--- config.mk ---
export PLATFORM = sky130hd
export DESIGN_NAME = audio_activity_fade_gate_top
export DESIGN_NICKNAME = d
export VERILOG_FILES = /design/src/hdl/afg_pkg.sv /design/src/hdl/audio_activity_fade_gate_top.sv /design/src/hdl/afg_div.sv /design/src/hdl/afg_seq.sv /design/src/hdl/afg_dp.sv
export SDC_FILE = /design/constraint.sdc
export NUM_CORES = 2
export LEC_CHECK = 0
export ABC_AREA = 1
export BUFFER_PORTS_ARGS = -buffer_cell sky130_fd_sc_hd__buf_2
export CORE_MARGIN = 3
export CORE_UTILIZATION = 40
export CTS_CLUSTER_SIZE = 10
export DETAILED_ROUTE_END_ITERATION = 8
export GPL_ROUTABILITY_DRIVEN = 1
export GPL_TIMING_DRIVEN = 0
export PLACE_DENSITY_LB_ADDON = 0.08
export SYNTH_ARGS = -nofsm -noshare
export SYNTH_HDL_FRONTEND = slang
export SYNTH_SLANG_ARGS = --single-unit
--- constraint.sdc ---
create_clock -name clk -period 23.3 [get_ports clk]
set_input_delay 2.33 -clock clk [delete_from_list [all_inputs] [get_ports clk]]
set_output_delay 2.33 -clock clk [all_outputs]
set_load 0.01 [all_outputs]
--- src/hdl/afg_pkg.sv ---
package afg_pkg;

  localparam int unsigned STEP_W = 4;
  localparam int unsigned CFG_IDX_W = 2;
  localparam int unsigned CFG_DATA_W = 20;
  localparam int unsigned DEN_W = 20;
  localparam int unsigned QUOT_W = 16;
  localparam int unsigned PROD_W = DEN_W + QUOT_W;

  localparam logic [CFG_IDX_W-1:0] REG_GATE_ENABLE = 2'd0;
  localparam logic [CFG_IDX_W-1:0] REG_LEVEL_THRESHOLD = 2'd1;
  localparam logic [CFG_IDX_W-1:0] REG_RELEASE_TIMEOUT = 2'd2;
  localparam logic [CFG_IDX_W-1:0] REG_ATTACK_TIME = 2'd3;

  localparam logic [15:0] Q_ONE = 16'd32768;

  localparam logic [STEP_W-1:0] STEP_WAIT = 4'd0;
  localparam logic [STEP_W-1:0] STEP_LOUD = 4'd1;
  localparam logic [STEP_W-1:0] STEP_QUIET = 4'd2;
  localparam logic [STEP_W-1:0] STEP_CALC = 4'd3;
  localparam logic [STEP_W-1:0] STEP_CHECK = 4'd4;
  localparam logic [STEP_W-1:0] STEP_MUL = 4'd5;
  localparam logic [STEP_W-1:0] STEP_DIV = 4'd6;
  localparam logic [STEP_W-1:0] STEP_DWAIT = 4'd7;
  localparam logic [STEP_W-1:0] STEP_PROG = 4'd8;
  localparam logic [STEP_W-1:0] STEP_FINISH = 4'd9;
  localparam logic [STEP_W-1:0] STEP_EMIT = 4'd10;
  localparam logic [STEP_W-1:0] STEP_RET = 4'd11;

  typedef struct packed {
    logic [31:0] now_ms;
    logic [15:0] audio_level;
    logic        audio_ready;
  } upd_item_t;

  typedef struct packed {
    logic [15:0] fade_progress;
    logic        audio_active;
    logic        fade_running;
    logic        fading_in;
  } res_item_t;

  typedef enum logic [3:0] {
    OP_NOP,
    OP_TAKE,
    OP_LOUD,
    OP_QUIET,
    OP_CALC,
    OP_MUL,
    OP_DIV_GO,
    OP_PROG,
    OP_FINISH,
    OP_EMIT
  } uop_t;

  typedef enum logic [2:0] {
    JMP_NEVER,
    JMP_NO_ITEM,
    JMP_SKIP,
    JMP_NOT_FADING,
    JMP_DONE,
    JMP_DIV_BUSY,
    JMP_OUT_BUSY,
    JMP_ALWAYS
  } jcond_t;

  typedef struct packed {
    uop_t              op;
    jcond_t            cond;
    logic [STEP_W-1:0] target;
  } uword_t;

  typedef struct packed {
    logic item_valid;
    logic skip;
    logic not_fading;
    logic done;
    logic out_busy;
  } dp_status_t;

  function automatic uword_t ucode(input logic [STEP_W-1:0] step);
    uword_t w;
    unique case (step)
      STEP_WAIT:   w = '{OP_TAKE,   JMP_NO_ITEM,    STEP_WAIT};
      STEP_LOUD:   w = '{OP_LOUD,   JMP_SKIP,       STEP_EMIT};
      STEP_QUIET:  w = '{OP_QUIET,  JMP_NOT_FADING, STEP_EMIT};
      STEP_CALC:   w = '{OP_CALC,   JMP_NEVER,      STEP_WAIT};
      STEP_CHECK:  w = '{OP_NOP,    JMP_DONE,       STEP_FINISH};
      STEP_MUL:    w = '{OP_MUL,    JMP_NEVER,      STEP_WAIT};
      STEP_DIV:    w = '{OP_DIV_GO, JMP_NEVER,      STEP_WAIT};
      STEP_DWAIT:  w = '{OP_NOP,    JMP_DIV_BUSY,   STEP_DWAIT};
      STEP_PROG:   w = '{OP_PROG,   JMP_ALWAYS,     STEP_EMIT};
      STEP_FINISH: w = '{OP_FINISH, JMP_NEVER,      STEP_WAIT};
      STEP_EMIT:   w = '{OP_EMIT,   JMP_OUT_BUSY,   STEP_EMIT};
      STEP_RET:    w = '{OP_NOP,    JMP_ALWAYS,     STEP_WAIT};
      default:     w = '{OP_NOP,    JMP_ALWAYS,     STEP_WAIT};
    endcase
    return w;
  endfunction

endpackage

--- src/hdl/audio_activity_fade_gate_top.sv ---
// Noise gate with linear attack and release fades, stepped once per update tick.
// Update channel: upd_valid, upd_stall, upd_item (time, level, audio ready). An item
// is taken only when the control program sits at its wait step; upd_stall is high
// at all other times.
// Result channel: res_valid, res_stall, res_item. One result per update, held in an
// output register; while res_stall is high the result and res_valid stay put and
// the program waits at its emit step before it takes the next update.
// Configuration channel: cfg_valid, cfg_ready (always high), cfg_index, cfg_data.
// The user must write registers only while no update is in flight; the block does not enforce it.
// Steps per update: wait, loud, emit, return when the gate is off or audio is not ready;
// else wait, loud, quiet, then emit, return when no fade runs; calc, check, finish before
// emit when a fade completes; calc, check, mul, div, a wait on the 16-step serial divider
// that scales the elapsed time over the fade length, and prog when a fade advances.
// Synchronous reset restores the register defaults, clears all gate state and
// returns the program to its wait step with no result pending.
module audio_activity_fade_gate_top (
  input  logic                            clk,
  input  logic                            rst,
  input  logic                            upd_valid,
  output logic                            upd_stall,
  input  afg_pkg::upd_item_t              upd_item,
  output logic                            res_valid,
  input  logic                            res_stall,
  output afg_pkg::res_item_t              res_item,
  input  logic                            cfg_valid,
  output logic                            cfg_ready,
  input  logic [afg_pkg::CFG_IDX_W-1:0]   cfg_index,
  input  logic [afg_pkg::CFG_DATA_W-1:0]  cfg_data
);

  afg_pkg::uword_t            uw;
  afg_pkg::dp_status_t        status;
  logic                       div_busy;
  logic                       div_start;
  logic [afg_pkg::PROD_W-1:0] div_num;
  logic [afg_pkg::DEN_W-1:0]  div_den;
  logic [afg_pkg::QUOT_W-1:0] div_q;

  assign upd_stall = uw.op != afg_pkg::OP_TAKE;
  assign cfg_ready = 1'b1;

  afg_seq u_seq (
    .clk      (clk),
    .rst      (rst),
    .status   (status),
    .div_busy (div_busy),
    .uw       (uw)
  );

  afg_div u_div (
    .clk   (clk),
    .rst   (rst),
    .start (div_start),
    .num   (div_num),
    .den   (div_den),
    .busy  (div_busy),
    .quot  (div_q)
  );

  afg_dp u_dp (
    .clk       (clk),
    .rst       (rst),
    .op        (uw.op),
    .upd_valid (upd_valid),
    .upd_item  (upd_item),
    .cfg_valid (cfg_valid),
    .cfg_index (cfg_index),
    .cfg_data  (cfg_data),
    .div_q     (div_q),
    .div_start (div_start),
    .div_num   (div_num),
    .div_den   (div_den),
    .status    (status),
    .res_valid (res_valid),
    .res_stall (res_stall),
    .res_item  (res_item)
  );

endmodule

--- src/hdl/afg_div.sv ---
module afg_div (
  input  logic                             clk,
  input  logic                             rst,
  input  logic                             start,
  input  logic [afg_pkg::PROD_W-1:0]       num,
  input  logic [afg_pkg::DEN_W-1:0]        den,
  output logic                             busy,
  output logic [afg_pkg::QUOT_W-1:0]       quot
);

  localparam int unsigned CNT_W = $clog2(afg_pkg::QUOT_W + 1);
  localparam int unsigned DW = afg_pkg::DEN_W;
  localparam int unsigned QW = afg_pkg::QUOT_W;

  logic [DW-1:0]    rem;
  logic [DW-1:0]    den_r;
  logic [CNT_W-1:0] count;
  logic [DW:0]      shifted;
  logic [DW:0]      trial;
  logic             fits;

  assign shifted = {rem, quot[QW-1]};
  assign trial = shifted - {1'b0, den_r};
  assign fits = shifted >= {1'b0, den_r};
  assign busy = count != '0;

  always_ff @(posedge clk) begin
    if (rst) begin
      count <= '0;
    end else if (start) begin
      rem   <= num[afg_pkg::PROD_W-1:QW];
      quot  <= num[QW-1:0];
      den_r <= den;
      count <= CNT_W'(QW);
    end else if (busy) begin
      rem   <= fits ? trial[DW-1:0] : shifted[DW-1:0];
      quot  <= {quot[QW-2:0], fits};
      count <= count - 1'b1;
    end
  end

endmodule

--- src/hdl/afg_seq.sv ---
module afg_seq (
  input  logic                clk,
  input  logic                rst,
  input  afg_pkg::dp_status_t status,
  input  logic                div_busy,
  output afg_pkg::uword_t     uw
);

  logic [afg_pkg::STEP_W-1:0] step;
  logic [afg_pkg::STEP_W-1:0] step_next;
  logic                       jump;

  assign uw = afg_pkg::ucode(step);

  always_comb begin
    unique case (uw.cond)
      afg_pkg::JMP_NEVER:      jump = 1'b0;
      afg_pkg::JMP_NO_ITEM:    jump = !status.item_valid;
      afg_pkg::JMP_SKIP:       jump = status.skip;
      afg_pkg::JMP_NOT_FADING: jump = status.not_fading;
      afg_pkg::JMP_DONE:       jump = status.done;
      afg_pkg::JMP_DIV_BUSY:   jump = div_busy;
      afg_pkg::JMP_OUT_BUSY:   jump = status.out_busy;
      afg_pkg::JMP_ALWAYS:     jump = 1'b1;
      default:                 jump = 1'b0;
    endcase
  end

  assign step_next = jump ? uw.target : step + 1'b1;

  always_ff @(posedge clk) begin
    if (rst) begin
      step <= afg_pkg::STEP_WAIT;
    end else begin
      step <= step_next;
    end
  end

endmodule

--- src/hdl/afg_dp.sv ---
module afg_dp (
  input  logic                                clk,
  input  logic                                rst,
  input  afg_pkg::uop_t                       op,
  input  logic                                upd_valid,
  input  afg_pkg::upd_item_t                  upd_item,
  input  logic                                cfg_valid,
  input  logic [afg_pkg::CFG_IDX_W-1:0]       cfg_index,
  input  logic [afg_pkg::CFG_DATA_W-1:0]      cfg_data,
  input  logic [afg_pkg::QUOT_W-1:0]          div_q,
  output logic                                div_start,
  output logic [afg_pkg::PROD_W-1:0]          div_num,
  output logic [afg_pkg::DEN_W-1:0]           div_den,
  output afg_pkg::dp_status_t                 status,
  output logic                                res_valid,
  input  logic                                res_stall,
  output afg_pkg::res_item_t                  res_item
);

  logic        gate_enable;
  logic [15:0] level_threshold;
  logic [19:0] release_timeout_ms;
  logic [15:0] attack_time_ms;

  logic        active;
  logic        fading;
  logic        direction;
  logic [15:0] progress;
  logic [15:0] start_progress;
  logic [31:0] fade_start_time;
  logic [31:0] last_loud_time;

  afg_pkg::upd_item_t item;
  logic [31:0] elapsed;
  logic [19:0] dur;
  logic [afg_pkg::PROD_W-1:0] product;

  logic        loud;
  logic [31:0] quiet_gap;
  logic        quiet_begin;
  logic [15:0] mul_a;
  logic [19:0] mul_b;
  logic        out_busy;

  assign loud = item.audio_level > level_threshold;
  assign quiet_gap = item.now_ms - last_loud_time;
  assign quiet_begin = active && (quiet_gap > {12'd0, release_timeout_ms})
                       && (!fading || direction);
  assign mul_a = direction ? (afg_pkg::Q_ONE - start_progress) : start_progress;
  assign mul_b = direction ? elapsed[19:0] : (dur - elapsed[19:0]);
  assign out_busy = res_valid && res_stall;

  assign status.item_valid = upd_valid;
  assign status.skip = !gate_enable || !item.audio_ready;
  assign status.not_fading = !(fading || quiet_begin);
  assign status.done = (dur == '0) || (elapsed >= {12'd0, dur});
  assign status.out_busy = out_busy;

  assign div_start = op == afg_pkg::OP_DIV_GO;
  assign div_num = product;
  assign div_den = dur;

  always_ff @(posedge clk) begin
    if (rst) begin
      gate_enable        <= 1'b0;
      level_threshold    <= 16'd32768;
      release_timeout_ms <= 20'd5000;
      attack_time_ms     <= 16'd500;
    end else if (cfg_valid) begin
      case (cfg_index)
        afg_pkg::REG_GATE_ENABLE:     gate_enable <= cfg_data[0];
        afg_pkg::REG_LEVEL_THRESHOLD: level_threshold <= cfg_data[15:0];
        afg_pkg::REG_RELEASE_TIMEOUT: release_timeout_ms <= cfg_data;
        afg_pkg::REG_ATTACK_TIME:     attack_time_ms <= cfg_data[15:0];
        default: ;
      endcase
    end
  end

  always_ff @(posedge clk) begin
    if (rst) begin
      active          <= 1'b0;
      fading          <= 1'b0;
      direction       <= 1'b0;
      progress        <= '0;
      start_progress  <= '0;
      fade_start_time <= '0;
      last_loud_time  <= '0;
    end else begin
      case (op)
        afg_pkg::OP_TAKE: begin
          if (upd_valid) begin
            item <= upd_item;
          end
        end
        afg_pkg::OP_LOUD: begin
          if (!gate_enable) begin
            active   <= 1'b0;
            fading   <= 1'b0;
            progress <= '0;
          end else if (item.audio_ready && loud) begin
            last_loud_time <= item.now_ms;
            if (!active || (fading && !direction)) begin
              active          <= 1'b1;
              fading          <= 1'b1;
              direction       <= 1'b1;
              start_progress  <= progress;
              fade_start_time <= item.now_ms;
            end
          end
        end
        afg_pkg::OP_QUIET: begin
          if (quiet_begin) begin
            fading          <= 1'b1;
            direction       <= 1'b0;
            start_progress  <= progress;
            fade_start_time <= item.now_ms;
          end
        end
        afg_pkg::OP_CALC: begin
          elapsed <= item.now_ms - fade_start_time;
          dur     <= direction ? {4'd0, attack_time_ms} : release_timeout_ms;
        end
        afg_pkg::OP_MUL: begin
          product <= afg_pkg::PROD_W'(mul_a) * afg_pkg::PROD_W'(mul_b);
        end
        afg_pkg::OP_PROG: begin
          progress <= direction ? (start_progress + div_q) : div_q;
        end
        afg_pkg::OP_FINISH: begin
          fading <= 1'b0;
          if (direction) begin
            progress <= afg_pkg::Q_ONE;
          end else begin
            progress <= '0;
            active   <= 1'b0;
          end
        end
        default: ;
      endcase
    end
  end

  always_ff @(posedge clk) begin
    if (rst) begin
      res_valid <= 1'b0;
    end else if (op == afg_pkg::OP_EMIT && !out_busy) begin
      res_valid <= 1'b1;
    end else if (res_valid && !res_stall) begin
      res_valid <= 1'b0;
    end
  end

  always_ff @(posedge clk) begin
    if (op == afg_pkg::OP_EMIT && !out_busy) begin
      res_item.fade_progress <= progress;
      res_item.audio_active  <= active;
      res_item.fade_running  <= fading;
      res_item.fading_in     <= direction;
    end
  end

endmodule

# Word level (Yosys, flattened, before mapping)
# Memories as Yosys holds them, arrays and structs flattened. A register that Yosys moved wholly into a read port is not among the register bits.
# Index checks and enable logic that the tools add are counted.
# W data, S select, Z words.
[totals] memories=1 wordCells=157 output_inout_bits=22 inputBits=76 rom_bits=176 ff_bits=374
[op_classes] n_mul=1 add_sub_neg=8 n_lt_le_gt_ge=4 bitwise=1 n_reduce_logical=46 n_eq_ne=28 muxes=39
[memory_table] memory="(name not given)" words=16 width=11 rd=1 rd_ports_with_merged_regs=1 write_ports=0 line="afg_pkg.sv:83" rtl="unique case (step)"
[ops] operator="$mux W16" count=11
[ops] operator="$mux W32" count=4
[ops] operator="$mux W20" count=4
[ops] operator="$pmux W32 S2" count=1
[ops] operator="$sub A32 B32 Y32" count=2
[ops] operator="$pmux W16 S3" count=1
[ops] operator="$sub A20 B20 Y20" count=2
[ops] operator="$mul A16 B20 Y36" count=1
[ops] operator="$ge A32 B20 Y1" count=1
[ops] operator="$gt A32 B20 Y1" count=1
[ops] operator="$pmux W16 S2" count=1
[ops] operator="$ge A21 B20 Y1" count=1
[ops] operator="$logic_not A20 Y1" count=1
[ops] operator="$reduce_and A2 Y1" count=9
[ops] operator="$add A16 B16 Y16" count=1
[ops] operator="$eq A4 B3 Y1 const B" count=4
[ops] operator="$gt A16 B16 Y1" count=1
[ops] operator="$sub A16 B16 Y16 const A" count=1
[ops] operator="$eq A3 B3 Y1 const B" count=4
[ops] operator="$mux W5" count=2
[ops] operator="$logic_not A1 Y1" count=9
[ops] operator="$mux W1" count=9
[ops] operator="$eq A4 B2 Y1 const B" count=2
[ops] operator="$eq A4 B4 Y1 const B" count=2
[ops] operator="other kinds (27)" count=52

# Logic depth before layout (Yosys ltp)
[depth] depth_word=9 mapped_depth=42 ltp_nobuf=42

# By module
# A second synthesis with hierarchy kept.
[hier_totals] cells_unflattened=4280 area_unflattened_um2=33498.4
[modules_own_cells] module="afg_dp" cells_each=3631 seq_area_each_um2=7747.4 area_per_inst_um2=28534.9 n_inst=1
[modules_own_cells] module="afg_div" cells_each=547 seq_area_each_um2=1781.7 area_per_inst_um2=4136.5 n_inst=1
[modules_own_cells] module="afg_seq" cells_each=96 seq_area_each_um2=300.3 area_per_inst_um2=800.8 n_inst=1
[modules_own_cells] module="audio_activity_fade_gate_top" cells_each=6 seq_area_each_um2=0.0 area_per_inst_um2=26.3 n_inst=1

# Worst setup path before layout
# OpenSTA, ideal clock, no wires.
[synth_timing] kind="flip-flop to flip-flop" startpoint="register u_dp.dur[0], in the netlist u_dp.div_den[0]" endpoint="register u_dp.product (netlist bit u_dp.div_num[32]), data pin" stages_incl_launch_ff=37 setup_ps=265 path_slack_ps=15797 n_path_buf=0 arrival_time_ps=7238 period_less_slack_ps=7503 required_time_ps=23035 path_cell_list="edfxtp_1 inv_1 ha_1 inv_1 fa_1 inv_1 o21ai_0 nand2_1 o211ai_1 inv_1 o21ai_1 inv_1 o21ai_0 xnor2_1 nand2_1 o21ai_1 clkinv_1 nand2_1 fa_1 fa_1 fa_1 inv_1 fa_1 fa_1 inv_1 fa_1 inv_1 ha_1 nand2_1 nor2_1 nand4_1 o211ai_1 a21boi_0 o21ai_0 a21oi_1 o21ai_0 xor2_1"
[synth_between] elab_chain_len=3
[synth_lines] item="start, declared" line="afg_dp.sv:35" rtl="logic [19:0] dur;"
[synth_lines] item="start signal, assigned" line="afg_dp.sv:122" rtl="dur <= direction ? {4'd0, attack_time_ms} : release_timeout_ms;"
[synth_lines] item="$sub A20 B20 Y20" line="afg_dp.sv:50" rtl="assign mul_b = direction ? elapsed[19:0] : (dur - elapsed[19:0]);"
[synth_lines] item="$mux W20" line="afg_dp.sv:50"
[synth_lines] item="$mul A16 B20 Y36" line="afg_dp.sv:125" rtl="product <= afg_pkg::PROD_W'(mul_a) * afg_pkg::PROD_W'(mul_b);"
[synth_lines] item="end signal, assigned" line="afg_dp.sv:125"
[synth_lines] item="end, declared" line="afg_dp.sv:36" rtl="logic [afg_pkg::PROD_W-1:0] product;"
# No other way between the ends.
# A chain may end at the register's enable or synchronous reset.

# Final worst setup path
# Ends and elaborated chain as after synthesis.

==> results.py <==
metrics = {
    "pwr": {
        "power_switching_mw": 2.969,
        "leakage_nw": 16.53,
        "ir_worst_vdd_mv": 0.1162,
        "intPower_mw": 2.750,
        "p_per_area_nw_per_um2": 160.1,
        "clkPwrFrac": 0.126,
        "sequentialPowerShare": 0.188,
        "sw_frac_of_total": 0.5192,
        "pwr-share-comb": 0.686,
    },
    "global_routing": {
        "grt_pass1_vias": 26180,
        "grt_use_total": 0.2353,
        "grt_max_degree": 22,
        "antenna_found_initial": 0,
        "grt_pass1_wl_mm": 151.2,
        "overflow": 0,
    },
    "min_path": {
        "hp-class": "reg -> reg",
        "hold_start": "u_dp.progress[13]$_SDFFE_PP0P_",
        "worstHoldEndpoint": "u_dp.res_item[16]$_DFFE_PP_",
        "min_path_cells": 0,
    },
    "critical_path": {
        "timing.rr.start": "u_dp.div_den[0]$_DFFE_PP_",
        "end_kind": "flip-flop",
        "crit_slowest_cell": "clkinv_1",
        "cp_top_family": "adder cells",
        "max_stage_delay_ns": 0.76,
        "reg2reg_to": "u_dp.div_num[32]$_DFFE_PP_",
        "worstPathRequired_ns": 23.65,
        "r2r_slack_ns": 13.69,
        "crit_type": "reg -> reg",
        "cp_common_cell": "inv_1",
        "cp_num_buf_inv": 9,
        "cp_max_fo": 10,
        "r2r.worst_path.cells": 36,
        "cp-start-kind": "flip-flop",
        "cp.arrival_ns": 9.96,
        "cp.depth": 36,
    },
    "clocking": {
        "cts_max_level": 2,
        "cts_buffers": 49,
        "cts_tree": "yes",
        "cts_resized": 0,
        "holdBufCountCts": 0,
        "clockBufferDepth": 3,
        "postCtsSetupBuffers": 0,
        "cts_root_buffer": "clkbuf_16",
        "cts_sinks": 385,
        "clk_pin_slew_ns": 0.06,
        "clk_latency_ns": 0.62,
    },
    "route": {
        "drt-initial-drc-count": 1669,
        "firstDrtPassIters": 6,
        "avgRoutedWirePerCell_um": 18.63,
        "drt-vias-per-instance": 5.005,
        "wirelength_mm": 96.84,
        "via_count": 26010,
        "ant_nets": 0,
        "drc": 0,
    },
    "floorplanning": {
        "start_util": 0.4053,
        "ios": 98,
        "coreArea_sq_um": 79390,
        "dieHeight_um": 289.6,
        "die_w_um": 289.6,
        "rows": 103,
        "dieArea_sq_um": 83880,
    },
    "timing": {
        "relSlewSlack": 0.008625,
        "finalClockSkew_ns": 0.04501,
        "finalWorstSetupSlack_ns": 13.69,
        "drv_slew": 0,
        "rsz0062_at_grt": "false",
        "fin_tns_setup_ns": 0,
        "finalCriticalPeriod_ns": 9.612,
        "fin_crit_sh": 0.4125,
        "finalSetupViolations": 0,
        "max_freq_ghz": 0.1040,
        "hold_violations": 0,
        "tightest_slew_ns": 1.482,
    },
    "synthesis": {
        "synth_seq_cells": 385,
        "synth-async-reset-ratio": 0,
        "synth_area_per_cell_sq_um": 8.161,
        "syn_nets": 4563,
        "yosysSeqAreaShare": 0.3055,
        "yosysMostFrequentCell": "nand2_1",
        "ys_top_cells_by_area": "edfxtp_1, fa_1, ha_1, dfxtp_1, nand2_1",
        "syn_inst": 3943,
        "yosys_warnings": 0,
        "synth-edff-count": 212,
        "yosysTopAreaCell": "edfxtp_1",
        "synth_top_area_share": 0.1978,
        "synthTopCellsByCount": "nand2_1, inv_1, nor2_1",
        "ys.flop_type": "edfxtp_1",
        "netlist_area_sq_um": 32180,
        "ys_types": 55,
    },
    "final_layout": {
        "final_nets": 4727,
        "area_growth_pct": 11.01,
        "utilization": 0.4499,
        "diodes": 0,
        "drive_gt1_frac": 0.06077,
    },
    "place": {
        "dp_slack_ns": 13.78,
        "portBuffers": 96,
        "place_hpwl_mm": 80.02,
        "gp_congestion": 0.9141,
    },
    "run": {
        "maxCapViolCount": 1,
    },
    "outcome": {
        "outcome": "finished with violations",
        "violations": "capacitance limit",
    },
}
## flip-flops by register name (all words and copies together) (netlist names), 11 cells and up
name                     cells
u_dp.item                   49
u_dp.div_num                36
u_dp.elapsed                32
u_dp.fade_start_time        32
u_dp.last_loud_time         32
u_div.den_r                 20
u_div.rem                   20
u_dp.div_den                20
u_dp.release_timeout_ms     20
u_dp.res_item               19
u_div.quot                  16
u_dp.attack_time_ms         16
u_dp.level_threshold        16
u_dp.progress               16
u_dp.start_progress         16
u_seq.uw                    11
## placed cells by master, fill, tap and decap left out, types with 5 or more instances in the layout
master     Yosys  layout
nand2_4        5       5
edfxtp_1     212     212
nand4_1       38      38
nor3_1        31      28
dfxtp_1      173     173
buf_2          9     105
fa_1         255     255
o21bai_1      12      12
ha_1         289     289
o21ai_1       21      23
clkbuf_16      0      49
o21ai_0      259     257
buf_6          3      14
buf_4          5       8
o21a_1        13      13
nand2_1      775     775
inv_1        721     721
clkinv_1       9       9
nand2_2        9       9
a21o_1         5       5
nor4_1        16      16
nor2_1       323     322
a211oi_1       7       7
buf_1          7       7
a21boi_0       6       6
xnor2_1       44      43
xor2_1        84      84
inv_2          7       7
clkbuf_1      77     103
or2_2         10      10
a31oi_1       11      11
a21oi_1      313     311
clkinv_2       0       7
nor2_2         7       8
o211ai_1      13      13
nand3_1      133     133
## worst register-to-register path, delay by kind of cell, from the launching register on
| family | cells | cell delay, ns |
|---|---|---|
| compound gates | 10 | 2.65 |
| xor+xnor | 2 | 0.25 |
| fa+ha+maj | 9 | 3.79 |
| buf+inv | 9 | 1.33 |
| flops | 1 | 0.50 |
| simple gates | 6 | 0.81 |
## worst max path at each step
stage                                   startpoint                         end  slack, ns
2_1_floorplan            u_dp.div_den[0]$_DFFE_PP_  u_dp.div_num[32]$_DFFE_PP_      15.80
3_3_place_gp   u_dp.start_progress[0]$_SDFFE_PP0P_  u_dp.div_num[32]$_DFFE_PP_      13.67
3_5_place_dp             u_dp.div_den[0]$_DFFE_PP_  u_dp.div_num[32]$_DFFE_PP_      13.78
4_1_cts                  u_dp.div_den[0]$_DFFE_PP_  u_dp.div_num[32]$_DFFE_PP_      13.72
5_1_grt                  u_dp.div_den[0]$_DFFE_PP_  u_dp.div_num[32]$_DFFE_PP_      13.19
6_report                 u_dp.div_den[0]$_DFFE_PP_  u_dp.div_num[32]$_DFFE_PP_      13.69
## stage by stage
| stage | cells | power (mW) | instance area [sq um] | hold slack [ns] |
|---|---|---|---|---|
| after floorplan | 3943 | 3.798 | 32180 | 0.4238 |
| after global placement | 5089 | 5.017 | 33970 | 0.4406 |
| after detailed placement | 5106 | 5.028 | 34220 | 0.4434 |
| after CTS | 5197 | 5.791 | 35720 | 0.4371 |
| after global routing | 5197 | 6.316 | 35720 | 0.4457 |
| final | 5197 | 5.719 | 35720 | 0.4463 |
## kinds of logic after synthesis
| logic type | synth area share |
|---|---|
| compound gates | 0.1127 |
| xor+xnor | 0.03484 |
| fa+ha+maj | 0.2710 |
| buf+inv | 0.09958 |
| flops | 0.3055 |
| other cells | 0.0001165 |
| simple gates | 0.1762 |
## routing by layer
layer	global-route usage	routed length, um
met1	0.3119	43520
met2	0.4036	46510
met3	0.02525	3552
met4	0.07510	3260
met5	0	0
## area by class of cell
cell class	count	area, sq um
tap	1050	1314
sequential	385	9829
buffer	101	431.7
multi-input combinational	2719	19180
fill	8214	43670
clock inverter	13	138.9
timing repair buffer	113	684.4
clock buffer	78	1365
inverter	738	2773
## power by group through the flow
| stage | Sequential [mW] | Combinational [mW] | Clock [mW] |
|---|---|---|---|
| floorplan | 1.05 | 2.74 | 0 |
| global placement | 1.10 | 3.92 | 0 |
| detailed placement | 1.09 | 3.94 | 0 |
| CTS | 1.08 | 3.98 | 0.738 |
| global route | 1.09 | 4.46 | 0.766 |
| finish | 1.08 | 3.92 | 0.718 |
(Power assumes the default switching activity.)
